`config.mk`:
```
export PLATFORM = sky130hd
export DESIGN_NAME = psg_front
export DESIGN_NICKNAME = d
export VERILOG_FILES = /design/src/hw/rtl/proximity_speed_governor_core_defines.svh /design/src/hw/rtl/psg_pkg.sv /design/src/hw/rtl/psg_front.sv
export SDC_FILE = /design/constraint.sdc
export NUM_CORES = 1
export LEC_CHECK = 0
export BUFFER_PORTS_ARGS = -buffer_cell sky130_fd_sc_hd__buf_2
export CELL_PAD_IN_SITES_DETAIL_PLACEMENT = 1
export CELL_PAD_IN_SITES_GLOBAL_PLACEMENT = 2
export CORE_MARGIN = 5
export CORE_UTILIZATION = 30
export CTS_CLUSTER_SIZE = 24
export DETAILED_ROUTE_END_ITERATION = 12
export GPL_TIMING_DRIVEN = 0
export PLACE_DENSITY = 0.79
export SLEW_MARGIN = 0
export SYNTH_ARGS = -nofsm -noshare
export SYNTH_HDL_FRONTEND = slang
export SYNTH_SLANG_ARGS = --single-unit
```
`constraint.sdc`:
```
create_clock -name clk_i -period 6.3 [get_ports clk_i]
set_clock_uncertainty 0.05 [all_clocks]
set_input_delay 1.26 -clock clk_i [delete_from_list [all_inputs] [get_ports clk_i]]
set_output_delay 1.26 -clock clk_i [all_outputs]
set_load 0.005 [all_outputs]
```
`src/hw/rtl/proximity_speed_governor_core_defines.svh`:
```
// ----------------------------------------------------------------------------
// proximity speed governor assertion macros
// shared concurrent assertion forms, clocked on clk_i, disabled in reset
// ----------------------------------------------------------------------------
`ifndef PROXIMITY_SPEED_GOVERNOR_CORE_DEFINES_SVH
`define PROXIMITY_SPEED_GOVERNOR_CORE_DEFINES_SVH

// same-cycle implication
`define PSG_ASSERT_IMPL(name, ante, cons, msg) \
  name: assert property (@(posedge clk_i) disable iff (!rst_ni) (ante) |-> (cons)) \
    else $error(msg);

// next-cycle implication
`define PSG_ASSERT_NEXT(name, ante, cons, msg) \
  name: assert property (@(posedge clk_i) disable iff (!rst_ni) (ante) |=> (cons)) \
    else $error(msg);

`endif

```
`src/hw/rtl/psg_pkg.sv`:
```
// ----------------------------------------------------------------------------
// psg_pkg
// types, register codes and helpers shared by the speed governor modules
// ----------------------------------------------------------------------------
package psg_pkg;

  // register indexes on the configuration port
  typedef enum logic [2:0] {
    REG_SPEED_SET   = 3'd0,
    REG_ROTATE_SET  = 3'd1,
    REG_SLOW_THR    = 3'd2,
    REG_STOP_THR    = 3'd3,
    REG_RANGE_CLAMP = 3'd4,
    REG_UPDATE_RATE = 3'd5
  } psg_reg_e;

  // reset values of the registers
  localparam logic [15:0] SLOW_THR_RST    = 16'd2458;
  localparam logic [15:0] STOP_THR_RST    = 16'd614;
  localparam logic [15:0] RANGE_CLAMP_RST = 16'd4096;
  localparam logic [9:0]  UPDATE_RATE_RST = 10'd20;

  // floor(x / 3) for x below 2^18 as (x * DIV3_MUL) >> DIV3_SHIFT
  localparam int unsigned DIV3_SHIFT = 20;
  localparam logic [19:0] DIV3_MUL   = 20'd349526;

  // configuration as seen by the datapath
  typedef struct packed {
    logic signed [31:0] speed_set;
    logic signed [15:0] rotate_set;
    logic [15:0]        slow_thr;
    logic [15:0]        stop_thr;
    logic [15:0]        range_clamp;
    logic [9:0]         update_rate;
  } psg_cfg_t;

  // one tick after the front end: clamped ranges and position change
  typedef struct packed {
    logic [15:0]        rl;
    logic [15:0]        rr;
    logic signed [31:0] dx;
    logic signed [31:0] dy;
  } psg_item_t;

  // queue handshake between front, queue and back
  typedef struct packed {
    logic push;
    logic pop;
  } psg_qreq_t;

  typedef struct packed {
    logic full;
    logic valid;
  } psg_qsts_t;

  // saturate a 33-bit signed value to 32 bits
  function automatic logic signed [31:0] sat33(input logic signed [32:0] v);
    logic signed [31:0] r;
    if (v[32] != v[31]) begin
      r = v[32] ? 32'sh8000_0000 : 32'sh7fff_ffff;
    end else begin
      r = v[31:0];
    end
    return r;
  endfunction

endpackage

```
`src/hw/rtl/psg_front.sv`:
```
// ----------------------------------------------------------------------------
// psg_front
// takes ticks, clamps the ranges and forms the saturated position change
// ----------------------------------------------------------------------------
module psg_front import psg_pkg::*; (
  input  logic        clk_i,
  input  logic        rst_ni,
  input  logic        valid_i,
  output logic        ready_o,
  input  logic [95:0] data_i,       // range_left, range_right, pos_x, pos_y
  input  logic [15:0] range_clamp_i,
  input  psg_qsts_t   qsts_i,
  output logic        push_o,
  output psg_item_t   item_o
);

  logic [15:0]        rl_raw, rr_raw;
  logic signed [31:0] px, py;
  logic signed [31:0] prev_x_q, prev_y_q;
  logic signed [32:0] diff_x, diff_y;

  assign rl_raw = data_i[15:0];
  assign rr_raw = data_i[31:16];
  assign px     = data_i[63:32];
  assign py     = data_i[95:64];

  // accept whenever the queue has room
  assign ready_o = !qsts_i.full;
  assign push_o  = valid_i && !qsts_i.full;

  // position change against the last accepted position
  assign diff_x = {px[31], px} - {prev_x_q[31], prev_x_q};
  assign diff_y = {py[31], py} - {prev_y_q[31], prev_y_q};

  always_comb begin
    item_o.rl = (rl_raw > range_clamp_i) ? range_clamp_i : rl_raw;
    item_o.rr = (rr_raw > range_clamp_i) ? range_clamp_i : rr_raw;
    item_o.dx = sat33(diff_x);
    item_o.dy = sat33(diff_y);
  end

  // last position follows every accepted tick
  always_ff @(posedge clk_i or negedge rst_ni) begin
    if (!rst_ni) begin
      prev_x_q <= '0;
      prev_y_q <= '0;
    end else if (push_o) begin
      prev_x_q <= px;
      prev_y_q <= py;
    end
  end

endmodule

```
Yosys cells after proc, flatten, opt, wreduce, memory -nomap -nowiden --
Cells that the tools add are included.
Storage, ports and cells: flip-flop bits (word level) 64, input port bits 117, output and inout port bits 98, logic and storage cells 16
Cells by class: add/sub/neg operators 2, magnitude comparators 2, eq/ne operators 2, multiplexer cells 6, reduce and logical (&&, ||, !) cells 2
Operators by type and width (count):
- $mux 32 | 4
- $sub 32x32->33 | 2
- $gt 16x16->1 | 2
- $mux 16 | 2
- $ne 1x1->1 | 2
- $logic_and 1x1->1 | 1
- $logic_not 1->1 | 1

Longest topological paths before layout --
word-level depth 3, depth in mapped cells 14

Worst setup path before layout --
No wires, ideal clock.
kind in2out, from input data_i[64], to output item_o[18] (netlist name), arrival time 3.661 ns, data required time 4.990 ns, setup slack 1.329 ns, stages 13, buffers on the path 0, path through inv_1 -> ha_1 -> inv_1 -> fa_1 -> a211oi_1 -> o21bai_1 -> o2bb2ai_1 -> or4_1 -> a31o_2 -> a211oi_1 -> a21oi_1 -> xnor2_1 -> a21oi_1
RTL lines:
- start: declaration | line psg_front.sv:10 | input logic [95:0] data_i,
- end: declaration | line psg_front.sv:14 | output psg_item_t item_o

==> impl_metrics.yaml <==
cts:
  cts_root_buf: "clkbuf_16"
  htree_levels: 3
  numCtsBuffers: 9
  cts.sinks: 64
  cts_resized: 0
  clk_latency_ns: 0.34
  hold_buffers: 0
  cts_buffer_depth: 2
  cts_setup_buffers: 0
  clk_pin_slew_ns: 0.06
  cts_tree: "yes"
setup_path:
  rr_startpoint: "prev_y_q[0]"
  critPathSlowestCell: "a2111oi_2"
  path_buf_inv: 4
  critPathLaunch: "data_i[32]"
  setup.worst_path.start_class: "input port"
  setup.worst_path.class: "in2out"
  worstPathCellList: "buf_2 -> inv_1 -> ha_1 -> inv_1 -> fa_1 -> a211o_1 -> o211ai_2 -> a2111oi_2 -> o21ai_2 -> a21o_1 -> a21oi_1 -> a211oi_1 -> nor3_1 -> o21ai_0 -> buf_2"
  critPathCaptureType: "primary output"
  path_delay_family: "compound AO/OA/AOI/OAI gates"
  cpPeakStageDelay_ns: 0.53
  crit_required_ns: 4.99
  cp_data_arrival_time_ns: 4.34
  crit_fanout: 6
detailed_routing:
  via_per_inst: 5.04
  met3WireLength_um: 1210
  wl_met2_um: 11800
  drt_iter0_drc: 258
  wl_met1_um: 12500
  wl_per_cell_um: 17.0
  postRouteAntennaNets: 0
  dr.max_layer_used: "met5"
  drt_pass1_iterations: 4
  vias: 7643
  wl_um: 25700
  drc: 0
die:
  die_area_um2: 28500
  dieWidth_um: 169
  std_cell_rows: 58
  die_height_um: 169
  initial_core_util_pct: 30.2
  fp.coreArea_um2: 25000
  ios: 215
finish:
  final_util_pct: 37.4
  layout-drive-gt1-share_pct: 25.6
  nets: 1395
  mostFrequentLayoutCell: "buf_2"
  fin_area_um2: 9370
  area_growth_pct: 23.9
  final_cell_mix: "buf_2, o21ai_0, nand2_1, inv_1, ha_1"
  nFillCells: 3160
yosys:
  yosys.area.top_type: "dfrtp_1"
  ys_ff_latch: 64
  synthCells: 955
  synth_area_um2: 7570
  synth.top_cells.by_area: "dfrtp_1, ha_1, o21ai_0, a21oi_1, mux2_2"
  synth_edf_count: 0
  synth_cell_types: 67
  synth_top_area_share_pct: 21.2
  avgSynthCellArea_um2: 7.92
  ys_seq_area_share_pct: 21.2
  ys.flop_type: "dfrtp_1"
  synth_nets: 1170
  yosysWarnings: 0
  async_flop_share_pct: 100
place:
  port_buffers: 213
  dp_hpwl_um: 21200
  pre_cts_ws_ns: 0.645
  gp_congestion: 0.804
  placed_area_um2: 9070
power:
  p_per_area_nw_per_um2: 267
  p_leak_nw: 4.60
  peakVddDrop_mv: 0.134
timing:
  hold_viol: 0
  setup_tns_ns: 0
  final.min_clock_period_ns: 5.65
  rsz0062_at_grt: "no"
  slew_headroom_pct: 58.8
  max_freq_ghz: 0.177
  final_max_slew_viol_count: 0
  tightest_slew_ns: 0.614
  finalSetupViolations: 0
  setup_slack_ns: 0.648
  whs_ns: 0.471
  fin_crit_sh_pct: 89.7
global_routing:
  grt_max_degree: 48
  gr-total-overflow: 0
  antenna_found_initial: 2
  grt_usage_pct: 17.7
  grt_pass1_vias: 8010
  grt_first_pass_wirelength_um: 41400
status:
  status: "completed"
min_path:
  hold_path.class: "reg2reg"
  hp-start: "prev_x_q[0]"
flow_run:
  max-cap-violations: 0
==> layout make-up <==
cell class | count | area, um^2 | share of cell area [%]
diodes | 1 | 2.50 | 0.0267
plain buffers | 33 | 184 | 1.96
clock buffers | 9 | 225 | 2.40
clock inverters | 7 | 71.3 | 0.761
inverters | 97 | 364 | 3.88
multi-input cells | 761 | 5420 | 57.8
flip-flops and latches | 64 | 1600 | 17.1
well taps | 330 | 413 | 4.40
repair buffers | 214 | 1100 | 11.7
==> path summary, 6_finish.rpt <==
kind,endpoint,slack [ns],cells past startpoint
max,item_o[58],0.65,15
min,prev_x_q[0],0.47,1
max reg2reg,prev_y_q[0],5.49,1
min reg2reg,prev_x_q[0],0.47,1
max in group asynchronous,prev_x_q[26],4.89,2
min in group asynchronous,prev_y_q[7],0.75,1
==> sequential cells by signal, indices dropped and copies added, names as in the netlist <==
signal / flops
prev_x_q: 32
prev_y_q: 32
==> logic make-up after synthesis <==
| logic type | share of synthesized area (%) |
|---|---|
| simple gates | 13.8 |
| compound gates | 28.8 |
| xor+xnor | 7.06 |
| mux | 5.19 |
| fa+ha+maj | 16.8 |
| flops | 21.2 |
| buf+inv | 7.24 |
==> metal layers <==
layer	track usage [%]	up-vias
met1	24.2	3617
met4	3.35	2
met5	0	-
li1	-	3841
met2	29.6	163
met3	3.13	20
==> Yosys cell counts, drive strengths merged (2+ instances only) <==
library cell	instances
xnor2	28
nor2	39
dfrtp	64
nand2b	12
a211oi	13
and3	7
or4	2
o31ai	5
or2	4
a31o	2
o21ai	124
a21oi	93
nand3	10
o21bai	7
a221o	3
buf	14
mux2	34
maj3	3
a211o	4
a21boi	2
a41oi	2
and4	2
xor2	30
and2	5
o2111ai	2
nor2b	13
nor3	8
fa	2
o31a	2
ha	96
a2bb2oi	2
inv	97
or3	3
nand2	101
o21a	16
nand4	10
o211ai	9
clkbuf	19
a21o	46
a31oi	9
==> metrics by stage <==
stage                     power [W]  instances
after floorplan             0.00143        955
after global placement      0.00199       1498
after detailed placement    0.00200       1499
after CTS                   0.00255       1515
after global routing        0.00273       1516
final                       0.00251       1516
==> where the power goes <==
part	total (W)	internal [W]	switching, W	leakage, nW
sequential	0.000477	0.000463	0.0000137	0.786
clock	0.000520	0.000306	0.000213	0.138
combinational	0.00151	0.000654	0.000855	3.68
(Power assumes the default switching activity.)
