$ cat src/hw/rtl/proximity_speed_governor_core_defines.svh
// ----------------------------------------------------------------------------
// proximity speed governor assertion macros
// shared concurrent assertion forms, clocked on clk_i, disabled in reset
// ----------------------------------------------------------------------------
`ifndef PROXIMITY_SPEED_GOVERNOR_CORE_DEFINES_SVH
`define PROXIMITY_SPEED_GOVERNOR_CORE_DEFINES_SVH

// same-cycle implication
`define PSG_ASSERT_IMPL(name, ante, cons, msg) \
  name: assert property (@(posedge clk_i) disable iff (!rst_ni) (ante) |-> (cons)) \
    else $error(msg);

// next-cycle implication
`define PSG_ASSERT_NEXT(name, ante, cons, msg) \
  name: assert property (@(posedge clk_i) disable iff (!rst_ni) (ante) |=> (cons)) \
    else $error(msg);

`endif

$ cat src/hw/rtl/psg_pkg.sv
// ----------------------------------------------------------------------------
// psg_pkg
// types, register codes and helpers shared by the speed governor modules
// ----------------------------------------------------------------------------
package psg_pkg;

  // register indexes on the configuration port
  typedef enum logic [2:0] {
    REG_SPEED_SET   = 3'd0,
    REG_ROTATE_SET  = 3'd1,
    REG_SLOW_THR    = 3'd2,
    REG_STOP_THR    = 3'd3,
    REG_RANGE_CLAMP = 3'd4,
    REG_UPDATE_RATE = 3'd5
  } psg_reg_e;

  // reset values of the registers
  localparam logic [15:0] SLOW_THR_RST    = 16'd2458;
  localparam logic [15:0] STOP_THR_RST    = 16'd614;
  localparam logic [15:0] RANGE_CLAMP_RST = 16'd4096;
  localparam logic [9:0]  UPDATE_RATE_RST = 10'd20;

  // floor(x / 3) for x below 2^18 as (x * DIV3_MUL) >> DIV3_SHIFT
  localparam int unsigned DIV3_SHIFT = 20;
  localparam logic [19:0] DIV3_MUL   = 20'd349526;

  // configuration as seen by the datapath
  typedef struct packed {
    logic signed [31:0] speed_set;
    logic signed [15:0] rotate_set;
    logic [15:0]        slow_thr;
    logic [15:0]        stop_thr;
    logic [15:0]        range_clamp;
    logic [9:0]         update_rate;
  } psg_cfg_t;

  // one tick after the front end: clamped ranges and position change
  typedef struct packed {
    logic [15:0]        rl;
    logic [15:0]        rr;
    logic signed [31:0] dx;
    logic signed [31:0] dy;
  } psg_item_t;

  // queue handshake between front, queue and back
  typedef struct packed {
    logic push;
    logic pop;
  } psg_qreq_t;

  typedef struct packed {
    logic full;
    logic valid;
  } psg_qsts_t;

  // saturate a 33-bit signed value to 32 bits
  function automatic logic signed [31:0] sat33(input logic signed [32:0] v);
    logic signed [31:0] r;
    if (v[32] != v[31]) begin
      r = v[32] ? 32'sh8000_0000 : 32'sh7fff_ffff;
    end else begin
      r = v[31:0];
    end
    return r;
  endfunction

endpackage

$ cat src/hw/rtl/psg_fifo.sv
// ----------------------------------------------------------------------------
// psg_fifo
// short queue of prepared ticks between front end and back end
// ----------------------------------------------------------------------------
module psg_fifo import psg_pkg::*; #(
  parameter int unsigned DEPTH = 2
) (
  input  logic      clk_i,
  input  logic      rst_ni,
  input  psg_qreq_t req_i,
  input  psg_item_t item_i,
  output psg_qsts_t sts_o,
  output psg_item_t item_o
);

  localparam int unsigned PW = (DEPTH > 1) ? $clog2(DEPTH) : 1;
  localparam int unsigned CW = $clog2(DEPTH + 1);

  psg_item_t     mem_q [DEPTH];
  logic [PW-1:0] wr_ptr_q, rd_ptr_q;
  logic [CW-1:0] count_q;
  logic          do_push, do_pop;

  assign sts_o.full  = (count_q == CW'(DEPTH));
  assign sts_o.valid = (count_q != '0);
  assign do_push     = req_i.push && !sts_o.full;
  assign do_pop      = req_i.pop && sts_o.valid;
  assign item_o      = mem_q[rd_ptr_q];

  // storage
  always_ff @(posedge clk_i) begin
    if (do_push) begin
      mem_q[wr_ptr_q] <= item_i;
    end
  end

  // pointers and fill count
  always_ff @(posedge clk_i or negedge rst_ni) begin
    if (!rst_ni) begin
      wr_ptr_q <= '0;
      rd_ptr_q <= '0;
      count_q  <= '0;
    end else begin
      if (do_push) begin
        wr_ptr_q <= (wr_ptr_q == PW'(DEPTH - 1)) ? '0 : wr_ptr_q + 1'b1;
      end
      if (do_pop) begin
        rd_ptr_q <= (rd_ptr_q == PW'(DEPTH - 1)) ? '0 : rd_ptr_q + 1'b1;
      end
      if (do_push && !do_pop) begin
        count_q <= count_q + 1'b1;
      end else if (do_pop && !do_push) begin
        count_q <= count_q - 1'b1;
      end
    end
  end

endmodule

$ cat config.mk
export PLATFORM = sky130hd
export DESIGN_NAME = psg_fifo
export DESIGN_NICKNAME = d
export VERILOG_FILES = /design/src/hw/rtl/proximity_speed_governor_core_defines.svh /design/src/hw/rtl/psg_pkg.sv /design/src/hw/rtl/psg_fifo.sv
export SDC_FILE = /design/constraint.sdc
export NUM_CORES = 1
export LEC_CHECK = 0
export ABC_AREA = 1
export BUFFER_PORTS_ARGS = -buffer_cell sky130_fd_sc_hd__buf_2
export CAP_MARGIN = 0
export CORE_MARGIN = 2
export CORE_UTILIZATION = 25
export CTS_CLUSTER_SIZE = 28
export DETAILED_ROUTE_END_ITERATION = 10
export PLACE_DENSITY = 0.52
export SLEW_MARGIN = 25
export SYNTH_ARGS = -nofsm -noshare
export SYNTH_HDL_FRONTEND = slang
export SYNTH_SLANG_ARGS = --single-unit
$ cat constraint.sdc
create_clock -name clk_i -period 5.3 [get_ports clk_i]
set_clock_uncertainty 0.1 [all_clocks]
set_input_delay 0.795 -clock clk_i [delete_from_list [all_inputs] [get_ports clk_i]]
set_output_delay 0.795 -clock clk_i [all_outputs]
set_load 0.05 [all_outputs]
# == Word-level counts from Yosys, hierarchy flattened ==
# Memory sizes are Yosys's and may differ from the RTL's.
# Index checks and enable logic that the tools add are counted.
# totals
ff_bits,4
ramBits,192
input_bits,100
word_cells,24
n_memories,1
out_inout_bits,98
# mem_list
name,words,width,read_ports,rd_ports_with_merged_regs,wr,line,source
mem_q,2,96,1,0,1,psg_fifo.sv:19,psg_item_t mem_q [DEPTH];
# classes
eq_ne,1
n_reduce_logical,9
addsub,4
n_mux,6
# ops
cell,count
$logic_and A1 B1 Y1,4
$mux W1,4
$mux W2,2
$reduce_bool A2 Y1,2
$logic_not A1 Y1,3
$add A1 B1 Y1 const B,2
$add A2 B1 Y2 const B,1
$eq A2 B2 Y1 const B,1
$sub A2 B1 Y2 const B,1

# == Depth between registers and ports, before layout ==
# Gate-level depths: netlist of the first run.
# depth
word_depth,7
depth_mapped,9
ltp_nobuf,9

# == Worst setup path after synthesis of the first run ==
# OpenSTA, ideal clock, no wires.
# synth_timing
path_kind,input to register
start,input port req_i[1] (netlist bit)
end,"memory mem_q[1][0] (netlist bit), enable pin"
setup_ns,0.551
required_ns,4.649
setup_slack_ns,-0.248
t_arrival_ns,4.896
cell_stages,2
n_path_buf,0
path_cell_list,o21ai_0 -> nor2_1
# synth_between
elab_chain_cells,3
# synth_lines
element,line,source
from (decl),psg_fifo.sv:10,"input psg_qreq_t req_i,"
$logic_and A1 B1 Y1,psg_fifo.sv:26,assign do_push = req_i.push && !sts_o.full;
$mux W1,psg_fifo.sv:32,if (do_push) begin
$mux W1 (implied by the code),psg_fifo.sv:33,mem_q[wr_ptr_q] <= item_i;
to (decl),psg_fifo.sv:19,
# No other way between the ends.

==> results of run 1 <==
==> registers in the layout, indices dropped and copies added (netlist names) <==
| signal | count |
|---|---|
| wr_ptr_q | 1 |
| rd_ptr_q | 1 |
| count_q | 2 |
| mem_q | 192 |
==> cells in the mapped netlist <==
library cell  count  area [µm²]
buf_4             5        37.5
buf_2            12        60.1
nand2_1         299        1120
inv_1             7        26.3
nand3_1           2        10.0
o21ai_0           1        5.00
ha_1              1        12.5
nand4_1           1        6.26
edfxtp_1        192        5770
nor2_1            3        11.3
buf_6             4        45.0
xnor2_1           1        8.76
dfrtp_1           4         100
inv_4             1        6.26
==> power by group through the flow <==
stage | Sequential, µW | Clock [µW] | Combinational, µW
floorplan | 2230 | 0 | 2150
global placement | 2220 | 0 | 2840
CTS | 2190 | 1300 | 2830
detailed placement | 2230 | 0 | 2830
global route | 2220 | 1360 | 2980
finish | 2190 | 1260 | 2770
==> critical path, delay by kind of cell (launching register included) <==
kind                   cells  cell delay [ps]
buffers and inverters      2              810
flip-flops                 1              510
AND/OR/NAND/NOR            2              270
==> logic make-up (layout without fill, tap and decap cells) <==
kind of cell / count (synthesis) / count (layout) / synth area share, %
simple gates: 305 / 305 / 15.9
xor+xnor: 1 / 1 / 0.121
flops: 196 / 196 / 81.3
fa+ha+maj: 1 / 1 / 0.173
compound gates: 1 / 1 / 0.0693
buf+inv: 29 / 242 / 2.43
==> area by class of cell <==
type / instances / area, µm² / area share (%)
repair buffers: 202 / 1040 / 11.3
clock buffers: 17 / 425 / 4.63
inverters: 8 / 37.5 / 0.409
multi-input cells: 308 / 1180 / 12.9
well taps: 384 / 480 / 5.23
clock inverters: 15 / 148 / 1.61
flip-flops and latches: 196 / 5870 / 63.9
==> per-layer routing <==
metal	share of wire [%]	wire length, µm
met5	0.084	13
met4	1.4	218
met3	6.2	957
met2	46	7090
met1	47	7240
==> through the flow <==
step	instances	utilization, %	instance area, µm²
detailed placement	1098	30.2	8610
global placement	1098	30.1	8600
CTS	1130	32.2	9180
global route	1130	32.2	9180
finish	1130	32.2	9180
floorplan	533	-	7220
==> worst max-delay path by stage <==
stage / end / slack, ps / cells past startpoint
floorplan: mem_q[1][0]$_DFFE_PP_ / 1360 / 2
finish: item_o[24] / 2280 / 4
global route: item_o[90] / 2140 / 4
global placement: item_o[73] / 2470 / 4
detailed placement: mem_q[1][25]$_DFFE_PP_ / 2670 / 4
CTS: item_o[90] / 2250 / 4
==> cells in the final DEF (no fill, tap or decap) <==
cell type,count
nand2_1,299
buf_2,197
edfxtp_1,192
clkbuf_16,17
inv_1,6
inv_6,4
clkinv_4,4
inv_8,3
dfrtp_1,3
buf_4,3
nor2_1,2
nand3_1,2
clkinvlp_4,2
clkinv_1,2
o21ai_0,1
nor2_4,1
inv_4,1
xnor2_1,1
nand4_1,1
ha_1,1
bufinv_16,1
buf_12,1
buf_6,1
dfrtp_4,1
==> impl_metrics.toml, run 1 <==
[worst_setup_path]
critPathSlowestCell = "inv_6"
r2r_slack_ps = 3090
rr_endpoint = "mem_q[1][27]$_DFFE_PP_"
reg2reg_from = "count_q[1]$_DFFE_PN0P_"
crit_path_start_kind = "flip-flop"
path_common_cell = "nand2_1"
cp_max_fo = 97
critPathRequiredTime_ps = 4410
cp.arrival_ps = 2120
slowest_delay_ps = 550
crit_path_end_kind = "output pin"
startpoint = "rd_ptr_q$_DFFE_PN0P_"
r2r_cells = 4
setup.worst_path.class = "flip-flop to output pin"
path_cells = "inv_6, nand2_1, nand2_1, buf_2"

[yosys]
synth_fp_nets = 634
avgSynthCellArea_um2 = 13.5
synthesis.area_mm2 = 0.00722
synthCells = 533
yosys_warnings = 0
synth-seq-cells = 196
yosysUniqueCellTypes = 14
yosysSeqAreaShare_pct = 81.3

[clock_tree]
hold_buffers = 0
h-tree-depth = 4
ctsResizeCount = 0
cts_buffers = 17
root_buffer = "clkbuf_16"
cts.sink_count = 196
clockBufferDepth = 2
cts_tree = "yes"
clkTransAtPathRegs_ps = 80
post-cts-setup-buffers = 0
worstSkewPairLatency_ps = 430

[sta]
hold_violations = 0
worst_slew_pin_slew_ps = 828
setup_tns_ps = 0
fin_ws_ps = 2280
finalCritPeriodShare_pct = 57.0
hold_slack_ps = 55.1
rsz0062_at_grt = "no"
finalSetupViolCount = 0
max-slew-margin-rel_pct = 44.8
fmax_mhz = 331
maxSlewViolCount = 0
min_period_ps = 3020

[placed_design]
place_hpwl_mm = 9.54
port-buffer-count = 197
place_congestion = 0.686
pre_cts_slack_ps = 2670

[global_routing]
grt_use_total_pct = 10.4
globalRouteMet1Util_pct = 13.7
use_met2_pct = 16.0
grt_use_met3_pct = 3.50
antenna_found_initial = 1
top_usage_layer = "met2"
grt_pass1_vias = 4259
grt_overflow = 0
grt_pass1_wl_mm = 23.9
grt_max_degree = 98

[detailed_routing]
drt-initial-drc-count = 260
first_pass_iters = 4
wl_mm = 15.5
wl_per_cell_um = 13.7
drcViolationCount = 0
ant_nets = 0
vias_per_cell = 3.89
route.vias.total = 4399

[power]
p_comb_share_pct = 44.6
switching_power_uw = 2940
peakVddDrop_mv = 0.279
intPower_uw = 3280
seqPwrFrac_pct = 35.2
power.total_uw = 6220
p_clk_share_pct = 20.2
power_density_mw_per_mm2 = 678
p_leak_uw = 0.00387
sw_frac_of_total_pct = 47.3

[finish]
drive_above_1_share_pct = 31.6
fill_cells = 2935
final_nets = 834
area_delta_synth_final_pct = 27.3
n_antenna_cell = 0

[floorplanning]
start_util_pct = 25.3
core_area_mm2 = 0.0285
fp.dieArea_mm2 = 0.0302
rows = 62
die_w_um = 174
ioPinCount = 198
die_h_um = 174

[run]
cap_violations = 0

[min_path]
hp-class = "input port to asynchronous set/reset pin"

[status]
status = "complete, no violations"
No activity file was read; power rests on OpenSTA's default activity.
==> inputs of run 2 (changes only) <==
==> constraint.sdc (replaced) <==
create_clock -name clk_i -period 2.6 [get_ports clk_i]
set_clock_uncertainty 0.1 [all_clocks]
set_input_delay 0.39 -clock clk_i [delete_from_list [all_inputs] [get_ports clk_i]]
set_output_delay 0.39 -clock clk_i [all_outputs]
set_load 0.05 [all_outputs]
==> run 2 against run 1 <==
  * Via count grew 0.91%
  * Combinational power grew 110%
  * Critical path depth grew 1
  * Die area is the same
  * Sequential share of layout area shrank 1.6 points
  * Non-clock buffer count grew 6
  * Clock-buffer cell count grew 5
  * Critical path type unchanged
==> impl_metrics.toml, run 2 (synthesized netlist as in run 1, its figures left out) <==
[sta]
rsz0062_at_grt = "no"
finalCritPeriodShare_pct = 91.4
finalSetupViolCount = 0
worst_slew_pin_slew_ps = 597
fmax_mhz = 421
max-slew-margin-rel_pct = 60.2
min_period_ps = 2380
maxSlewViolCount = 0
hold_violations = 0
setup_tns_ps = 0
fin_ws_ps = 224

[power]
peakVddDrop_mv = 0.498
power_density_mw_per_mm2 = 1410
p_leak_uw = 0.00398
power.total_uw = 13300

[clock_tree]
clockBufferDepth = 2
worstSkewPairLatency_ps = 420
cts_buffers = 17
hold_buffers = 1
clkTransAtPathRegs_ps = 70
cts.sink_count = 196
cts_tree = "yes"
ctsResizeCount = 0
root_buffer = "clkbuf_16"
post-cts-setup-buffers = 0
h-tree-depth = 4

[floorplanning]
die_h_um = 174
fp.dieArea_mm2 = 0.0302
die_w_um = 174
rows = 62
start_util_pct = 25.3
core_area_mm2 = 0.0285
ioPinCount = 198

[worst_setup_path]
critPathSlowestCell = "dfrtp_4"
critPathRequiredTime_ps = 2110
path_cells = "inv_4, buf_12, nand2_1, nand2_1, buf_2"
cp_max_fo = 43
cp.arrival_ps = 1890
startpoint = "rd_ptr_q$_DFFE_PN0P_"
crit_path_end_kind = "output pin"
r2r_cells = 4
cp_num_cells = 5
slowest_delay_ps = 570
critical_path_buf_inv_count = 3
reg2reg_from = "count_q[1]$_DFFE_PN0P_"
path_common_cell = "nand2_1"
setup.worst_path.class = "flip-flop to output pin"
critPathTopFamily = "buffers and inverters"
crit_path_start_kind = "flip-flop"

[placed_design]
dpl.cell_count = 1103
place_congestion = 0.702
place_hpwl_mm = 10.3
port-buffer-count = 197
pre_cts_slack_ps = 641

[run]
cap_violations = 0

[min_path]
hold_start = "item_i[55]"
hp-class = "input port to flip-flop"
hold_depth = 1

[finish]
final_nets = 840
largest_register_ffs = 192
finalNonFillerCells = 1137
final_common_cell = "nand2_1"
area_delta_synth_final_pct = 30.6
fill_cells = 2903
drive_above_1_share_pct = 32.6
final_cell_mix = "nand2_1 (298), buf_2 (195), edfxtp_1 (192)"
regMostFlops = "mem_q"
reg.largest.list = "mem_q: 192 flops, count_q: 2 flops"

[detailed_routing]
drt-initial-drc-count = 280
first_pass_iters = 6
ant_nets = 0
drcViolationCount = 0
vias_per_cell = 3.90
wl_per_cell_um = 13.9
wl_mm = 15.8
route.vias.total = 4439

[global_routing]
grt_overflow = 0
grt_max_degree = 56
grt_pass1_vias = 4386
antenna_found_initial = 3
grt_use_total_pct = 10.6
grt_pass1_wl_mm = 24.4

[status]
status = "complete, no violations"
run 2: cell count changes in the layout (fill, tap and decap cells not counted), moves of 2 or more:
cell,delta
clkinv_1,-2
clkinv_4,-3
bufinv_16,+4
buf_4,+2
inv_8,-3
buf_2,-2
buf_12,+6
clkbuf_8,+4
nor2_1,-2
run 2: metal layers:
metal	wire length [µm]	GRT usage [%]	vias up	share of wire (%)
met1	7090	13.5	2073	45
met4	107	2.84	2	0.68
met3	1260	4.27	7	8.0
met5	11	0	-	0.070
met2	7360	16.7	150	46
li1	-	-	2207	-
run 2: worst paths after layout:
check / end / slack (ps)
worst max-delay path: item_o[7] / 220
worst min-delay path: mem_q[1][55]$_DFFE_PP_ / 50
worst max register to register: mem_q[1][25]$_DFFE_PP_ / 700
worst min register to register: count_q[1]$_DFFE_PN0P_ / 380
max in group asynchronous: rd_ptr_q$_DFFE_PN0P_ / 2040
min in group asynchronous: count_q[0]$_DFFE_PN0P_ / 210
run 2: per-stage QoR:
step / hold slack (ps) / area [µm²] / utilization [%]
after global placement: 109 / 8740 / 30.6
after global routing: 28.6 / 9420 / 33.0
final: 53.9 / 9420 / 33.0
after floorplan: -5.59 / 7240 / -
after detailed placement: 111 / 8740 / 30.6
after CTS: 28.0 / 9420 / 33.0
run 2: where the power goes:
part           total (µW)  switching [µW]  internal (µW)
Clock                2970            1150           1830
Combinational        5810            4630           1180
Sequential           4500             192           4300
Total               13300            5970           7310
run 2: worst register-to-register path, cell delays in order, from the launching register on:
cell     delay [ps]
dfrtp_1         380
inv_1           150
o21ai_0         190
nor2_4          170
buf_4           500
run 2: area by class of cell:
type / instances / area [µm²] / share of cell area, %
Multi-Input combinational cell: 308 / 1200 / 12.7
Antenna cell: 1 / 2.50 / 0.0266
Tap cell: 384 / 480 / 5.10
Clock inverter: 10 / 190 / 2.02
Inverter: 8 / 36.3 / 0.385
Timing Repair Buffer: 208 / 1160 / 12.3
Sequential cell: 196 / 5870 / 62.3
Clock buffer: 22 / 484 / 5.14
